## src/design/wgm_pkg.sv

```systemverilog
`timescale 1ns / 1ps

package wgm_pkg;

    // Request codes carried in req_type
    typedef enum logic [1:0] {
        REQ_LOAD = 2'd0,
        REQ_SUBJ = 2'd1,
        REQ_END  = 2'd2
    } t_req;

    localparam logic [7:0] STAR_CHAR = 8'h2A;
    localparam logic [7:0] ANY_CHAR  = 8'h3F;

    localparam int LEN_W = 6;

    typedef struct packed {
        logic start;
        logic failed;
    } t_row_state;

    typedef struct packed {
        logic fail_now;
        logic matched;
    } t_row_status;

endpackage

```

## src/design/wildcard_glob_matcher_top.sv

```systemverilog
`timescale 1ns / 1ps

// An end beat passes through the input register, then the match-row update into
// the result register; a full, stalled result register holds it in the input
// register. Other beats give no result.
// Throughput: one beat per cycle, unless a full, stalled result register holds an end beat.
// Reset (synchronous, active low): clear the match row and length, arm the
// subject start, clear the failed flag; pattern bytes stay undefined.
module wildcard_glob_matcher_top #(
    parameter int MAX_PATTERN = 32
) (
    input  logic       i_clk,
    input  logic       i_rst_n,
    // input channel
    input  logic       i_in_valid,
    output logic       o_in_stall,
    input  logic [1:0] i_req_type,
    input  logic [4:0] i_pattern_index,
    input  logic [7:0] i_char_value,
    // result channel
    output logic       o_out_valid,
    input  logic       i_out_stall,
    output logic       o_matched,
    // configuration write channel
    input  logic       i_cfg_valid,
    output logic       o_cfg_ready,
    input  logic [5:0] i_pattern_length
);

    localparam logic [wgm_pkg::LEN_W-1:0] MaxLen = wgm_pkg::LEN_W'(MAX_PATTERN);

    // Input register stage
    logic       r_in_vld;
    logic [1:0] r_in_type;
    logic [4:0] r_in_idx;
    logic [7:0] r_in_char;

    // Matcher state
    logic [7:0]             r_pat_char [MAX_PATTERN];
    logic [MAX_PATTERN:0]   r_row;
    logic                   r_start;
    logic                   r_failed;
    logic [wgm_pkg::LEN_W-1:0] r_pat_len;

    // Result register
    logic r_out_vld;
    logic r_out_matched;

    logic                      w_in_acc;
    logic                      w_out_free;
    logic                      w_fire;
    logic [wgm_pkg::LEN_W-1:0] w_used_len;
    logic [MAX_PATTERN:0]      w_next_row;
    wgm_pkg::t_row_state       w_state;
    wgm_pkg::t_row_status      w_status;

    // The result register is free when empty or being drained this cycle.
    assign w_out_free = ~r_out_vld | ~i_out_stall;
    // Only end beats need a free result slot; every other beat retires at once.
    assign w_fire     = r_in_vld
                        & ((r_in_type != wgm_pkg::REQ_END) | w_out_free);
    assign o_in_stall = r_in_vld & ~w_fire;
    assign w_in_acc   = i_in_valid & ~o_in_stall;

    assign o_cfg_ready = 1'b1;
    assign o_out_valid = r_out_vld;
    assign o_matched   = r_out_matched;

    // Clamp the programmed length to the store depth.
    assign w_used_len = (r_pat_len > MaxLen) ? MaxLen : r_pat_len;

    assign w_state.start  = r_start;
    assign w_state.failed = r_failed;

    wgm_row_step #(
        .MAX_PATTERN (MAX_PATTERN)
    ) u_row_step (
        .i_pat_char  (r_pat_char),
        .i_row       (r_row),
        .i_state     (w_state),
        .i_used_len  (w_used_len),
        .i_subj_char (r_in_char),
        .o_next_row  (w_next_row),
        .o_status    (w_status)
    );

    // Input register: load on accept, drop once the beat retires.
    always_ff @(posedge i_clk) begin
        if (!i_rst_n) begin
            r_in_vld <= 1'b0;
        end else if (w_in_acc) begin
            r_in_vld <= 1'b1;
        end else if (w_fire) begin
            r_in_vld <= 1'b0;
        end
    end

    always_ff @(posedge i_clk) begin
        if (w_in_acc) begin
            r_in_type <= i_req_type;
            r_in_idx  <= i_pattern_index;
            r_in_char <= i_char_value;
        end
    end

    // Pattern store: one byte per load beat, out-of-range indexes never hit.
    always_ff @(posedge i_clk) begin
        for (int k = 0; k < MAX_PATTERN; k++) begin
            if (w_fire && (r_in_type == wgm_pkg::REQ_LOAD)
                    && ({1'b0, r_in_idx} == 6'(k))) begin
                r_pat_char[k] <= r_in_char;
            end
        end
    end

    always_ff @(posedge i_clk) begin
        if (!i_rst_n) begin
            r_pat_len <= '0;
        end else if (i_cfg_valid && o_cfg_ready) begin
            r_pat_len <= i_pattern_length;
        end
    end

    // Match-row state: a subject beat advances the row unless already failed;
    // an end beat clears the row and the failed flag and rearms the subject start.
    always_ff @(posedge i_clk) begin
        if (!i_rst_n) begin
            r_row    <= '0;
            r_start  <= 1'b1;
            r_failed <= 1'b0;
        end else if (w_fire) begin
            case (r_in_type)
                wgm_pkg::REQ_SUBJ: begin
                    r_start <= 1'b0;
                    if (!r_failed) begin
                        r_row <= w_next_row;
                        if (w_status.fail_now) begin
                            r_failed <= 1'b1;
                        end
                    end
                end
                wgm_pkg::REQ_END: begin
                    r_row    <= '0;
                    r_start  <= 1'b1;
                    r_failed <= 1'b0;
                end
                default: begin
                end
            endcase
        end
    end

    // Result register: fill on an end beat, clear when drained.
    always_ff @(posedge i_clk) begin
        if (!i_rst_n) begin
            r_out_vld <= 1'b0;
        end else if (w_fire && (r_in_type == wgm_pkg::REQ_END)) begin
            r_out_vld <= 1'b1;
        end else if (!i_out_stall) begin
            r_out_vld <= 1'b0;
        end
    end

    always_ff @(posedge i_clk) begin
        if (w_fire && (r_in_type == wgm_pkg::REQ_END)) begin
            r_out_matched <= w_status.matched;
        end
    end

    // An end beat that retires always leaves a result behind.
    a_end_gives_result: assert property (@(posedge i_clk) disable iff (!i_rst_n)
        (w_fire && (r_in_type == wgm_pkg::REQ_END)) |=> r_out_vld)
        else $error("end beat retired without a result");

    // An end beat rearms the next subject.
    a_end_rearms: assert property (@(posedge i_clk) disable iff (!i_rst_n)
        (w_fire && (r_in_type == wgm_pkg::REQ_END)) |=> (r_start && !r_failed))
        else $error("subject state not rearmed after end beat");

    // A failed subject has always consumed at least one subject beat.
    a_failed_not_start: assert property (@(posedge i_clk) disable iff (!i_rst_n)
        r_failed |-> !r_start)
        else $error("failed flag set at subject start");

endmodule

```

## src/design/wgm_row_step.sv

```systemverilog
`timescale 1ns / 1ps

module wgm_row_step #(
    parameter int MAX_PATTERN = 32
) (
    input  logic [7:0]                  i_pat_char [MAX_PATTERN],
    input  logic [MAX_PATTERN:0]        i_row,
    input  wgm_pkg::t_row_state         i_state,
    input  logic [wgm_pkg::LEN_W-1:0]   i_used_len,
    input  logic [7:0]                  i_subj_char,
    output logic [MAX_PATTERN:0]        o_next_row,
    output wgm_pkg::t_row_status        o_status
);

    localparam int SumW = MAX_PATTERN + 2;

    logic [MAX_PATTERN-1:0] w_star;
    logic [MAX_PATTERN-1:0] w_hit;
    logic [MAX_PATTERN-1:0] w_lead;
    logic [MAX_PATTERN:0]   w_init;
    logic [MAX_PATTERN:0]   w_cur;
    logic [SumW-1:0]        w_gen;
    logic [SumW-1:0]        w_prop;
    logic [SumW-1:0]        w_sum;
    logic [SumW-1:0]        w_carry;
    logic                   w_sel;

    // Per-lane pattern classification against the used length
    always_comb begin
        for (int k = 0; k < MAX_PATTERN; k++) begin
            w_star[k] = (6'(k) < i_used_len) && (i_pat_char[k] == wgm_pkg::STAR_CHAR);
            w_hit[k]  = (6'(k) < i_used_len) && (i_pat_char[k] != wgm_pkg::STAR_CHAR)
                        && ((i_pat_char[k] == wgm_pkg::ANY_CHAR)
                            || (i_pat_char[k] == i_subj_char));
        end
    end

    // Leading run of stars: trailing-ones mask of the star vector
    assign w_lead = w_star + MAX_PATTERN'(1);
    assign w_init = {w_star & ~w_lead, 1'b1};
    assign w_cur  = i_state.start ? w_init : i_row;

    // Star lanes propagate the new bit upward; resolve the chain as a carry
    always_comb begin
        w_gen  = '0;
        w_prop = '0;
        for (int k = 0; k < MAX_PATTERN; k++) begin
            w_gen[k+1]  = (w_star[k] & w_cur[k+1]) | (w_hit[k] & w_cur[k]);
            w_prop[k+1] = w_star[k];
        end
    end

    assign w_sum      = (w_gen | w_prop) + w_gen;
    assign w_carry    = w_sum ^ (w_gen | w_prop) ^ w_gen;
    assign o_next_row = w_carry[SumW-1:1];

    always_comb begin
        w_sel = 1'b0;
        for (int i = 0; i <= MAX_PATTERN; i++) begin
            if (6'(i) == i_used_len) begin
                w_sel = w_cur[i];
            end
        end
    end

    assign o_status.fail_now = ~|o_next_row;
    assign o_status.matched  = ~i_state.failed & w_sel;

endmodule

```

## config.mk

```make
export PLATFORM = sky130hd
export DESIGN_NAME = wildcard_glob_matcher_top
export DESIGN_NICKNAME = d
export VERILOG_FILES = /design/src/design/wgm_pkg.sv /design/src/design/wildcard_glob_matcher_top.sv /design/src/design/wgm_row_step.sv
export SDC_FILE = /design/constraint.sdc
export NUM_CORES = 1
export LEC_CHECK = 0
export BUFFER_PORTS_ARGS = -buffer_cell sky130_fd_sc_hd__buf_2
export CORE_MARGIN = 1.5
export CORE_UTILIZATION = 40
export DETAILED_ROUTE_END_ITERATION = 10
export SETUP_SLACK_MARGIN = 0.05
export SYNTH_ARGS = -nofsm -noshare
export SYNTH_HDL_FRONTEND = slang
export SYNTH_SLANG_ARGS = --single-unit
```

## constraint.sdc

```tcl
create_clock -name i_clk -period 6.3 [get_ports i_clk]
set_input_delay 1.26 -clock i_clk [delete_from_list [all_inputs] [get_ports i_clk]]
set_output_delay 1.26 -clock i_clk [all_outputs]
set_load 0.05 [all_outputs]
```

## After elaboration in Yosys (flattened, before gate mapping)

Cells that the tools add are included.

| storage, ports and cells | value |
|---|---|
| memories kept | 0 |
| register bits | 315 |
| bits of input ports | 26 |
| output and inout port bits | 4 |
| bits in read-only memories | 0 |
| latch bits | 0 |
| bits in writable memories | 0 |

| cells by class | value |
|---|---|
| bitwise logic cells | 112 |
| add/subtract/negate cells | 2 |
| div/mod/pow operators | 0 |
| reduce and logical (&&, ||, !) cells | 170 |
| $lt $le $gt $ge | 33 |
| multipliers | 0 |
| mux-type cells | 45 |
| equality and inequality tests | 196 |
| shift operators | 0 |

Operators with widths:

| operator | number |
|---|---|
| $eq 8x6->1 const B | 64 |
| $eq 8x8->1 | 32 |
| $ne 8x6->1 const B | 32 |
| $logic_and 1x1->1 | 130 |
| $eq 5x6->1 const A | 16 |
| $lt 5x6->1 const A | 16 |
| $eq 5x5->1 const B | 16 |
| $and 1x1->1 | 68 |
| $mux 33 | 2 |
| $pmux 33 s2 | 1 |
| $eq 4x6->1 const A | 8 |
| $lt 4x6->1 const A | 8 |
| $eq 5x4->1 const B | 8 |
| $mux 1 | 39 |
| $add 34x33->34 | 1 |
| $or 1x1->1 | 34 |
| $xor 34x33->34 | 1 |
| $xor 34x34->34 | 1 |
| $or 33x33->33 | 1 |
| $reduce_or 33->1 | 1 |
| $add 32x1->32 const B | 1 |
| $and 32x32->32 | 1 |
| $logic_or 1x1->1 | 32 |
| $not 32->32 | 1 |
| other kinds (24) | 44 |

## Depth between registers and ports, before layout

Gate-level depths: netlist of run 1.

| logic depth | value |
|---|---|
| depth after elaboration | 42 |
| depth in mapped cells | 18 |
| mapped depth without buffers | 16 |

## Cells and area by module

Synthesis of run 1 repeated with hierarchy kept, for this count alone.

| second synthesis, totals | value |
|---|---|
| cells, all modules | 1670 |
| area, all modules | 17964.7 sq um |

By module, submodules not included:

| module | cells an instance | instances | area each (sq um) |
|---|---|---|---|
| wildcard_glob_matcher_top | 455 | 1 | 10148.5 |
| wgm_row_step | 1215 | 1 | 7816.2 |

## Least setup slack after synthesis of run 1

Ideal clock, no wire load.

| timing path | value |
|---|---|
| path type | flip-flop to flip-flop |
| from | reg r_in_char[7] |
| to | reg r_failed |
| path buffers | 1 |
| library setup time | 0.059 ns |
| arrival time | 4.213 ns |
| slack | 2.028 ns |
| stages on the path, launching flop included | 18 |
| data required time | 6.241 ns |
| path through | edfxtp_1 -> buf_2 -> xor2_1 -> nor4_1 -> a21oi_1 -> a211o_1 -> a21oi_1 -> nor2_1 -> ha_1 -> o31a_1 -> a2111oi_4 -> o211a_4 -> o311ai_2 -> a21oi_4 -> o2111ai_2 -> a2111oi_2 -> nand2_1 -> nand2_1 |

| on the way | value |
|---|---|
| cells in the longest elaborated chain, start to end | 13 |
| elaborated cells between the ends (all ways) | 168 |
| those cells by class | add/sub (1); eq/ne (32); mux (3); bitwise (67); reduce/logical (65) |

RTL lines:

| element | RTL line | source |
|---|---|---|
| start, declared | wildcard_glob_matcher_top.sv:36 | `logic [7:0] r_in_char;` |
| start signal, assigned | wildcard_glob_matcher_top.sv:102 | `r_in_char <= i_char_value;` |
| $eq 8x8->1 | wgm_row_step.sv:34 | `\|\| (i_pat_char[k] == i_subj_char));` |
| $logic_or 1x1->1 | wgm_row_step.sv:34 |  |
| $logic_and 1x1->1 | wgm_row_step.sv:33 | `&& ((i_pat_char[k] == wgm_pkg::ANY_CHAR)` |
| $and 1x1->1 | wgm_row_step.sv:48 | `w_gen[k+1] = (w_star[k] & w_cur[k+1]) \| (w_hit[k] & w_cur[k]);` |
| $or 1x1->1 | wgm_row_step.sv:48 |  |
| $or 33x33->33 | wgm_row_step.sv:53, wgm_row_step.sv:54 |  |
| $add 34x33->34 | wgm_row_step.sv:53 | `assign w_sum = (w_gen \| w_prop) + w_gen;` |
| $xor 34x34->34 | wgm_row_step.sv:54 | `assign w_carry = w_sum ^ (w_gen \| w_prop) ^ w_gen;` |
| $xor 34x33->34 (*) | wgm_row_step.sv:54 |  |
| $reduce_or 33->1 (*) | wgm_row_step.sv:66 | `assign o_status.fail_now = ~\|o_next_row;` |
| $mux 1 (*) | wildcard_glob_matcher_top.sv:137 | `if (w_status.fail_now) begin` |
| $mux 1 (*) | wildcard_glob_matcher_top.sv:135 | `if (!r_failed) begin` |
| $pmux 1 s2 (*) | wildcard_glob_matcher_top.sv:132 | `case (r_in_type)` |
| end signal, assigned | wildcard_glob_matcher_top.sv:130 | `r_failed <= 1'b0;` |
| end signal, assigned | wildcard_glob_matcher_top.sv:138 | `r_failed <= 1'b1;` |
| end signal, assigned | wildcard_glob_matcher_top.sv:145 | `r_failed <= 1'b0;` |
| end, declared | wildcard_glob_matcher_top.sv:42 | `logic r_failed;` |

Mark *: on every way between the ends. The rest lies on a longest branch, timed or not.
A chain may end at the register's enable or synchronous reset.

## Worst setup path in the final report of run 1

| timing path | value |
|---|---|
| from | reg r_pat_len[4] (netlist bit) |
| to | reg r_row[29] |

| on the way | value |
|---|---|
| cells in the longest elaborated chain, start to end | 16 |
| elaborated cells between the ends (all ways) | 222 |
| those cells by class | add/sub (2); order compare (31); mux (4); bitwise (95); reduce/logical (90) |

RTL lines:

| element | RTL line | source |
|---|---|---|
| start, declared | wildcard_glob_matcher_top.sv:43 | `logic [wgm_pkg::LEN_W-1:0] r_pat_len;` |
| start signal, assigned | wildcard_glob_matcher_top.sv:120 | `r_pat_len <= i_pattern_length;` |
| $gt 6x6->1 | wildcard_glob_matcher_top.sv:70 | `assign w_used_len = (r_pat_len > MaxLen) ? MaxLen : r_pat_len;` |
| $mux 6 (*) | wildcard_glob_matcher_top.sv:70 |  |
| $lt 1x6->1, or another cell as far along | wgm_row_step.sv:31, wgm_row_step.sv:32 |  |
| $logic_and 1x1->1 | wgm_row_step.sv:31 | `w_star[k] = (6'(k) < i_used_len) && (i_pat_char[k] == wgm_pkg::STAR_CHAR);` |
| $add 32x1->32 | wgm_row_step.sv:39 | `assign w_lead = w_star + MAX_PATTERN'(1);` |
| $not 32->32 | wgm_row_step.sv:40 | `assign w_init = {w_star & ~w_lead, 1'b1};` |
| $and 32x32->32 | wgm_row_step.sv:40 |  |
| $mux 33 | wgm_row_step.sv:41 | `assign w_cur = i_state.start ? w_init : i_row;` |
| $and 1x1->1 | wgm_row_step.sv:48 |  |
| $or 1x1->1 | wgm_row_step.sv:48 |  |
| $or 33x33->33 | wgm_row_step.sv:53, wgm_row_step.sv:54 |  |
| $add 34x33->34 | wgm_row_step.sv:53 |  |
| $xor 34x34->34 | wgm_row_step.sv:54 |  |
| $xor 34x33->34 (*) | wgm_row_step.sv:54 |  |
| $mux 33 (*) | wildcard_glob_matcher_top.sv:135 |  |
| $pmux 33 s2 (*) | wildcard_glob_matcher_top.sv:132 |  |
| end signal, assigned | wildcard_glob_matcher_top.sv:136 | `r_row <= w_next_row;` |
| end, declared | wildcard_glob_matcher_top.sv:40 | `logic [MAX_PATTERN:0] r_row;` |

Mark *: on every way between the ends. The rest lies on a longest branch, timed or not. The select of a mux whose other input is x is not followed.

==> results of run 1 <==
-- routing by layer --
| layer | track usage | wire length [microns] | share of wire | up-vias |
|---|---|---|---|---|
| met4 | 0.08118 | 1733 | 0.030 | 2 |
| li1 | - | - | - | 6875 |
| met1 | 0.3319 | 26310 | 0.46 | 7385 |
| met2 | 0.3814 | 26230 | 0.45 | 526 |
| met3 | 0.04086 | 3447 | 0.060 | 100 |
| met5 | 0 | 13 | 0.00023 | - |
-- cell type report --
cell class	count	area, sq um
Sequential cell	315	9029
Clock inverter	15	80.08
Timing Repair Buffer	52	420.4
Fill cell	4359	25850
Inverter	21	78.83
Multi-Input combinational cell	1394	9264
Tap cell	607	759.5
Clock buffer	51	978.4
-- through the flow --
stage / power [mW] / utilization
after floorplan: 2.566 / -
after global placement: 2.676 / 0.4208
after detailed placement: 2.680 / 0.4208
after CTS: 4.588 / 0.4436
after global routing: 4.694 / 0.4436
final: 4.541 / 0.4436
-- worst register-to-register path, cell delays in order, from the launching register on --
cell,delay (ps)
dfxtp_1,1010
a311oi_1,280
nand4b_1,680
nor4_1,640
nand3_1,210
nor4_1,620
o21ai_0,220
and3_1,290
o21a_1,170
a211oi_1,340
a21bo_1,240
a21oi_1,90
o31ai_1,210
a31oi_1,180
o31ai_2,210
-- report_power, final --
group	switching (mW)	internal (mW)	total (mW)
Clock	0.818	1.09	1.90
Sequential	0.0243	2.28	2.30
Combinational	0.228	0.109	0.337
Total	1.07	3.47	4.54
-- state kept, by name (all words and copies together), names as in the netlist --
| register | cells |
|---|---|
| r_in_idx | 5 |
| o_matched | 1 |
| r_failed | 1 |
| r_in_type | 2 |
| r_in_vld | 1 |
| r_start | 1 |
| r_row | 33 |
| r_pat_len | 6 |
| r_pat_char | 256 |
| o_out_valid | 1 |
| r_in_char | 8 |
-- cell usage after synthesis, drive strengths merged (43+ instances only) --
cell type,instances
edfxtp,272
xnor2,209
nor2,208
nand2,126
nand4,86
a21oi,79
o21ai,71
nand3,69
buf,59
nor3,55
nor4,50
xor2,49
dfxtp,43
-- cell families after synthesis --
group / count (synthesis)
multiplexers: 11
XOR/XNOR: 258
AO/OA/AOI/OAI: 352
flip-flops: 315
buffers and inverters: 105
AND/OR/NAND/NOR: 768
adder cells (fa/ha/maj): 4
other: 1
-- worst min-delay path by stage --
stage,from,endpoint
6_report,r_row[19],r_row[19]
5_1_grt,r_row[19],r_row[19]
4_1_cts,r_row[19],r_row[19]
3_5_place_dp,r_row[19],r_row[19]
3_3_place_gp,r_row[19],r_row[19]
2_1_floorplan,r_row[19],r_row[19]
==> impl_metrics.ini, run 1 <==
[global_routing]
antenna_found_initial = 1
grt_usage = 0.2402
grt_pass1_vias = 14500
gr-total-overflow = 0
grt_pass1_wl_mm = 87.57
grt_max_degree = 64

[min_path]
hold_path.class = reg -> reg
hold_depth = 2

[routing]
num_vias = 14890
drt-pass1-iter-count = 6
routed_wl_mm = 57.73
post_drt_via_cell_ratio = 6.064
drc = 0
antenna_left = 0
drt_first_iter_violations = 1423
wire_per_inst_microns = 23.52

[cts]
worst_skew_pair.late_latency_ps = 560
cts_tree = yes
clock_path_buffers = 3
ctsRootBufferMaster = clkbuf_16
clk_pin_slew_worst_paths_ps = 60
cts_resized = 0
cts_buffers = 36
h-tree-depth = 2
cts_sinks = 315
cts_hold_buf = 0
post_cts_buffers = 0

[floorplanning]
placeableCoreArea_sq_mm = 0.04646
die_y_microns = 219.7
io_pins = 30
die_x_microns = 219.7
rows = 79
die-area_sq_mm = 0.04825
start_util = 0.4042

[setup_path]
crit_arrival_ps = 5920
ff2ff_path_depth = 14
criticalPathCategory = reg -> reg
endpoint = r_row[29]
max_stage_delay_ps = 1010
crit_slowest_cell = dfxtp_1
crit_family = simple AND/OR/NAND/NOR gates
crit_buf_inv = 0
crit_path_start_kind = flip-flop
crit_required_ps = 6760
crit_path_frequent_cell = nor4_1
rr_startpoint = r_pat_len[4]
r2r_setup_slack_ps = 840
startpoint = r_pat_len[4]
critPathMaxFanout = 29
end_kind = flip-flop
cp_cell_sequence = a311oi_1 > nand4b_1 > nor4_1 > nand3_1 > nor4_1 > o21ai_0 > and3_1 > o21a_1 > a211oi_1 > a21bo_1 > a21oi_1 > o31ai_1 > a31oi_1 > o31ai_2
cp_num_cells = 14
r2r-end = r_row[29]

[synthesis]
synth_edf_count = 272
ys_types = 112
seq_area_frac_synth = 0.4808
synthFlopType = edfxtp_1
syn_inst = 1814
synth.avg_cell_area_sq_um = 10.35
synth_top_area_frac = 0.4350
synth_area_leaders = edfxtp_1, xnor2_1, dfxtp_1
synthAdderAreaFrac = 0.002665
ys_seq_elements = 315
synth_compound_area_frac = 0.1365
async_reset_ff_frac = 0
yosysTopAreaCell = edfxtp_1
synth_top_family_by_area = simple AND/OR/NAND/NOR gates
synthXorXnorAreaFrac = 0.1203
synth.area.mux_share = 0.006263
synth_nets = 1844
yosys.area_share.simple = 0.2271
synth_warnings = 0
synth_area_sq_mm = 0.01878

[power]
vdd_drop_max_v = 0.0001726
power_density_mw_per_mm2 = 220.4
power.static_leakage_nw = 6.157

[final_layout]
drive_above_1_share = 0.09416
final_cells = 2455
final_cell_mix = edfxtp_1, xnor2_1, nor2_1
area_growth_pct = 9.755
n_antenna_cell = 0
mostFrequentLayoutCell = edfxtp_1
fin_area_sq_mm = 0.02061
layout.nets = 1850

[timing]
setup_tns_ps = 0
period_share = 0.8665
hold_viol = 0
setup_viol = 0
fin_skew_ps = 32.64
hold_ws_ps = 449.8
slew-limit-headroom = 0.1708
rsz0062_at_grt = false
drv_slew = 0
fin_ws_ps = 841.3
tightest_slew_ps = 1238
max_freq_mhz = 183.2
period_needed_ps = 5459

[placed_design]
hpwl_mm = 40.38
dpl_cell_area_sq_mm = 0.01955
numPlacedInstances = 2389
pre_cts_slack_ps = 1090
port-buffer-count = 28
globalplace.congestion = 1.033

[job]
drv_cap = 0

[outcome]
outcome = finished, final reports clean
No activity file was read; power rests on OpenSTA's default activity.
==> inputs of run 2 (changes only) <==
--- a/config.mk
+++ b/config.mk
@@ -12,4 +12,5 @@
 export SETUP_SLACK_MARGIN = 0.05
 export SYNTH_ARGS = -nofsm -noshare
 export SYNTH_HDL_FRONTEND = slang
+export SYNTH_HIERARCHICAL = 1
 export SYNTH_SLANG_ARGS = --single-unit
==> run 2 against run 1 <==
Net effect:
- sequential share of layout area is 1.2 points higher
- wire length is 8.5% lower
- synthesized cell count is 7.9% lower
- power is 5.2% higher
- utilization is 0.98 points higher
- flip-flop and latch count stayed put
- die area is 4.3% lower
- clock power is 13% higher
- sequential power hardly changed
- critical path type unchanged
==> impl_metrics.ini, run 2 <==
[power]
p_switching_mw = 1.084
pwr-share-comb = 0.072
p_seq_frac = 0.480
netSwitchingFraction = 0.2269
total_power_mw = 4.779
power_frac_clock = 0.448
power.static_leakage_nw = 6.375
power_density_mw_per_mm2 = 238.3
p_int_mw = 3.694
vdd_drop_max_v = 0.0001462

[floorplanning]
io_pins = 30
die_x_microns = 214.9
die-area_sq_mm = 0.04619
die_y_microns = 214.9
placeableCoreArea_sq_mm = 0.04422
rows = 77
start_util = 0.4062

[cts]
h-tree-depth = 2
cts_hold_buf = 0
clk_pin_slew_worst_paths_ps = 70
cts_buffers = 37
post_cts_buffers = 0
cts_tree = yes
clock_path_buffers = 3
cts_sinks = 315
cts_resized = 0
ctsRootBufferMaster = clkbuf_16
worst_skew_pair.late_latency_ps = 540

[setup_path]
criticalPathCategory = reg -> reg
crit_required_ps = 6730
crit_path_start_kind = flip-flop
end_kind = flip-flop
ff2ff_path_depth = 21
crit_slowest_cell = a2111oi_1
crit_arrival_ps = 6300
cp_cell_sequence = buf_4 > nor2b_2 > buf_4 > nand3_1 > a2111oi_1 > nand3_1 > or4_1 > nor4_2 > o21ai_0 > o2111a_1 > o21bai_1 > a31oi_1 > nand2_1 > nor3_1 > o31ai_1 > a21oi_1 > o31a_1 > a21oi_2 > nor4_1 > a41o_1 > and3_1
critPathMaxFanout = 13
max_stage_delay_ps = 790

[timing]
setup_viol = 0
rsz0062_at_grt = false
setup_tns_ps = 0
tightest_slew_ps = 1280
period_needed_ps = 5873
drv_slew = 0
fin_ws_ps = 427.3
max_freq_mhz = 170.3
period_share = 0.9322
hold_viol = 0
hold_ws_ps = 493.1
slew-limit-headroom = 0.1402
fin_skew_ps = 13.50

[global_routing]
grt_pass1_wl_mm = 80.88
grt_pass1_vias = 13580
grt_max_degree = 45
antenna_found_initial = 0
gr-total-overflow = 0
grt_usage = 0.2262

[final_layout]
mostFrequentLayoutCell = edfxtp_1
largest_reg_flops = 256
area_growth_pct = 11.62
drive_above_1_share = 0.1337
final_cells = 2320
n_antenna_cell = 0
largestRegisters = r_pat_char: 256 flops, r_row: 33 flops, r_in_char: 8 flops
layout.nets = 1732
final_cell_mix = edfxtp_1, xnor2_1, nor2_1
largest-register = r_pat_char
final_util = 0.4535
fin_area_sq_mm = 0.02005

[outcome]
outcome = finished, final reports clean

[synthesis]
async_reset_ff_frac = 0
synthFlopType = edfxtp_1
syn_inst = 1670
synth_area_leaders = edfxtp_1, xnor2_1, dfxtp_1
synth_warnings = 6
synth_edf_count = 272
synth_area_sq_mm = 0.01796
synth_top_area_frac = 0.4547
seq_area_frac_synth = 0.5026
yosysMostFrequentCell = edfxtp_1
ys_types = 101
synth_common_cells = edfxtp_1, xnor2_1, nor2_1
yosysTopAreaCell = edfxtp_1
synth_nets = 1700
synth.avg_cell_area_sq_um = 10.76
ys_seq_elements = 315

[routing]
post_drt_via_cell_ratio = 6.018
drt_first_iter_violations = 1553
antenna_left = 0
drt-pass1-iter-count = 6
routed_wl_mm = 52.84
num_vias = 13960
drc = 0
wire_per_inst_microns = 22.78

[job]
drv_cap = 0

[placed_design]
dpl_cell_area_sq_mm = 0.01885
port-buffer-count = 28
globalplace.congestion = 1.001
hpwl_mm = 37.89
numPlacedInstances = 2255
pre_cts_slack_ps = 360.5

[min_path]
hold_depth = 1
hold_path.class = reg -> reg
==> run 2: final timing paths <==
kind	slack (ps)	start	to
setup / recovery	430	r_pat_len[5]	r_failed
hold / removal	490	r_row[3]	r_row[3]
setup reg to reg	430	r_pat_len[5]	r_failed
hold reg to reg	490	r_row[3]	r_row[3]
==> run 2: layout make-up <==
| cell class | instances | area, sq um |
|---|---|---|
| Fill cell | 4024 | 24170 |
| Sequential cell | 315 | 9029 |
| Multi-Input combinational cell | 1249 | 8477 |
| Clock buffer | 45 | 975.9 |
| Tap cell | 592 | 740.7 |
| Timing Repair Buffer | 77 | 520.5 |
| Clock inverter | 20 | 227.7 |
| Inverter | 22 | 82.58 |
==> run 2: cells by family (layout without fill, tap and decap cells) <==
kind of cell / count (synthesis) / in the layout / share of synthesized area
XOR/XNOR: 257 / 257 / 0.1253
adder cells (fa/ha/maj): 4 / 4 / 0.002786
AND/OR/NAND/NOR: 656 / 656 / 0.2039
buffers and inverters: 106 / 164 / 0.02688
multiplexers: 9 / 9 / 0.005015
other: 2 / 2 / 0.0004180
AO/OA/AOI/OAI: 321 / 321 / 0.1332
flip-flops: 315 / 315 / 0.5026
==> run 2: worst max-delay path, delay by kind of cell, from the launching register on <==
kind,cells,cell delay [ps]
buf+inv,2,430
simple gates,9,2390
flops,1,360
compound gates,10,2590
==> run 2: layer usage <==
metal  wire length [microns]  vias to the layer above  global-route usage
met3                    3733                       95             0.03482
met4                    1734                        0             0.08521
li1                        -                     6438                   -
met1                   24110                     6869              0.3230
met2                   23260                      559              0.3460
met5                       0                        -                   0
==> run 2: power groups by stage <==
stage	Sequential, mW	Clock, mW	Combinational [mW]
after floorplan	2.34	0	0.220
after global placement	2.34	0	0.337
after detailed placement	2.34	0	0.340
after CTS	2.29	2.19	0.341
after global routing	2.30	2.27	0.368
final	2.29	2.14	0.342
==> inputs of run 3 (changes only) <==
--- a/config.mk
+++ b/config.mk
@@ -9,6 +9,7 @@
 export CORE_MARGIN = 1.5
 export CORE_UTILIZATION = 40
 export DETAILED_ROUTE_END_ITERATION = 10
+export MAX_ROUTING_LAYER = met4
 export SETUP_SLACK_MARGIN = 0.05
 export SYNTH_ARGS = -nofsm -noshare
 export SYNTH_HDL_FRONTEND = slang
==> constraint.sdc (replaced) <==
create_clock -name i_clk -period 5.85 [get_ports i_clk]
set_input_delay 1.17 -clock i_clk [delete_from_list [all_inputs] [get_ports i_clk]]
set_output_delay 1.17 -clock i_clk [all_outputs]
set_load 0.05 [all_outputs]
==> run 3 against run 2 <==
Net effect:
- critical path depth fell by 2
- critical path type unchanged
- global-route usage is 0.85 points higher
- clock skew increased by 7.2 ps
- via count decreased by 0.14%
- hold slack worse by 4.4 ps
- die area did not move
- clock power grew 6%
==> impl_metrics.ini, run 3 (synthesized netlist as in run 2, its figures left out) <==
[outcome]
outcome = finished, final reports clean

[cts]
h-tree-depth = 2
worst_skew_pair.late_latency_ps = 550
cts_tree = yes
cts_buffers = 38
cts_sinks = 315
ctsRootBufferMaster = clkbuf_16
clock_path_buffers = 3
clk_pin_slew_worst_paths_ps = 60

[timing]
fin_skew_ps = 20.67
drv_slew = 0
max_freq_mhz = 182.2
hold_viol = 0
rsz0062_at_grt = false
setup_viol = 0
setup_tns_ps = 0
period_needed_ps = 5487
period_share = 0.9380
tightest_slew_ps = 1146
slew-limit-headroom = 0.2324

[placed_design]
globalplace.congestion = 0.9773
port-buffer-count = 28
numPlacedInstances = 2273
hpwl_mm = 37.87

[min_path]
min_to = r_row[21]
hold_path.class = reg -> reg
min_from = r_row[21]
hold_depth = 1

[setup_path]
crit_path_start_kind = flip-flop
critPathMaxFanout = 13
max_stage_delay_ps = 690
crit_path_frequent_cell = nor4_1
ff2ff_path_depth = 19
crit_slowest_cell = a2111oi_1
cp_cell_sequence = nor2b_2 > or4_1 > buf_4 > nor2_1 > nor4_1 > buf_4 > nand4_2 > nor2_1 > a41oi_1 > o32ai_1 > or2_2 > a2111oi_1 > nand4_1 > nor4_1 > nand2_1 > or4_1 > nor4_1 > a41o_1 > and3_1
end_kind = flip-flop
rr_startpoint = r_pat_len[5]
criticalPathCategory = reg -> reg
crit_required_ps = 6330
crit_arrival_ps = 5960
r2r_setup_slack_ps = 360
r2r-end = r_failed

[final_layout]
largest-register = r_pat_char
n_antenna_cell = 0
final_cells = 2338
largest_reg_flops = 256
area_growth_pct = 12.45
layout.nets = 1751
drive_above_1_share = 0.1432
mostFrequentLayoutCell = edfxtp_1
final_util = 0.4568
final_cell_mix = edfxtp_1, xnor2_1, nor2_1
largestRegisters = r_pat_char: 256 flops, r_row: 33 flops, r_in_char: 8 flops

[power]
power.static_leakage_nw = 6.476
power_density_mw_per_mm2 = 253.1
vdd_drop_max_v = 0.0002087

[global_routing]
grt_pass1_vias = 13620
grt_pass1_wl_mm = 81.68
grt_max_degree = 45
antenna_found_initial = 0
gr-total-overflow = 0
grt_usage = 0.2347

[routing]
drt-pass1-iter-count = 5
drt_first_iter_violations = 1276
post_drt_via_cell_ratio = 5.963
drc = 0
antenna_left = 0
wire_per_inst_microns = 22.75
num_vias = 13940
routed_wl_mm = 53.19

[floorplanning]
die_y_microns = 214.9
die_x_microns = 214.9
start_util = 0.4062
die-area_sq_mm = 0.04619
rows = 77
placeableCoreArea_sq_mm = 0.04422
io_pins = 30

[job]
drv_cap = 0
-- run 3: cell count changes in the layout (fill, tap and decap cells not counted), sizes merged --
cell,change
buf,+18
bufinv,-2
clkbuf,+5
clkinv,-1
clkinvlp,-3
inv,+1
-- run 3: worst max path at each step --
stage	from	endpoint	slack (ps)	cells past startpoint
2_1_floorplan	r_in_char[5]	r_failed	1290	20
3_3_place_gp	r_pat_len[5]	r_failed	390	19
3_5_place_dp	r_pat_len[5]	r_failed	200	19
4_1_cts	r_pat_len[5]	r_failed	140	19
5_1_grt	r_pat_len[5]	r_failed	60	18
6_report	r_pat_len[5]	r_failed	360	19
-- run 3: report_power, final --
part / internal (mW) / switching (mW)
sequential: 2.45 / 0.0204
combinational: 0.127 / 0.247
clock: 1.36 / 0.903
-- run 3: layout make-up --
type,instances,area (sq um)
fillers,4093,24020
flip-flops and latches,315,9030
multi-input cells,1249,8509
clock buffers,50,1027
well taps,592,740.7
repair buffers,95,655.6
clock inverters,15,156.4
inverters,22,82.58
-- run 3: metrics by stage --
step                      power [mW]  worst slack [ps]  hold WS (ps)  area (sq um)
after floorplan                2.757              1289         464.9         17960
after global placement         2.885             388.1         472.5         18980
after detailed placement       2.888             197.3         476.6         18980
after CTS                      5.170             135.4         490.4         20170
after global routing           5.284             62.19         502.4         20200
final                          5.114             363.0         488.7         20200
-- run 3: repair_timing --
item | CTS | global route
setup buffers | 0 | 0
hold buffers | 0 | 0
setup endpoints to repair | 0 | 2
hold endpoints to repair | 0 | 0
gates resized for setup | 0 | 8
-- run 3: per-layer routing --
metal,part of all wire,global-route usage
met5,0,-
met2,0.45,0.3599
met1,0.47,0.3282
met4,0.020,0.05892
met3,0.062,0.03156
-- run 3: critical path: cells and delay by family, from the launching register on --
kind	cells	cell delay [ps]
AO/OA/AOI/OAI	4	1380
buffers and inverters	2	390
flip-flops	1	490
AND/OR/NAND/NOR	13	3150
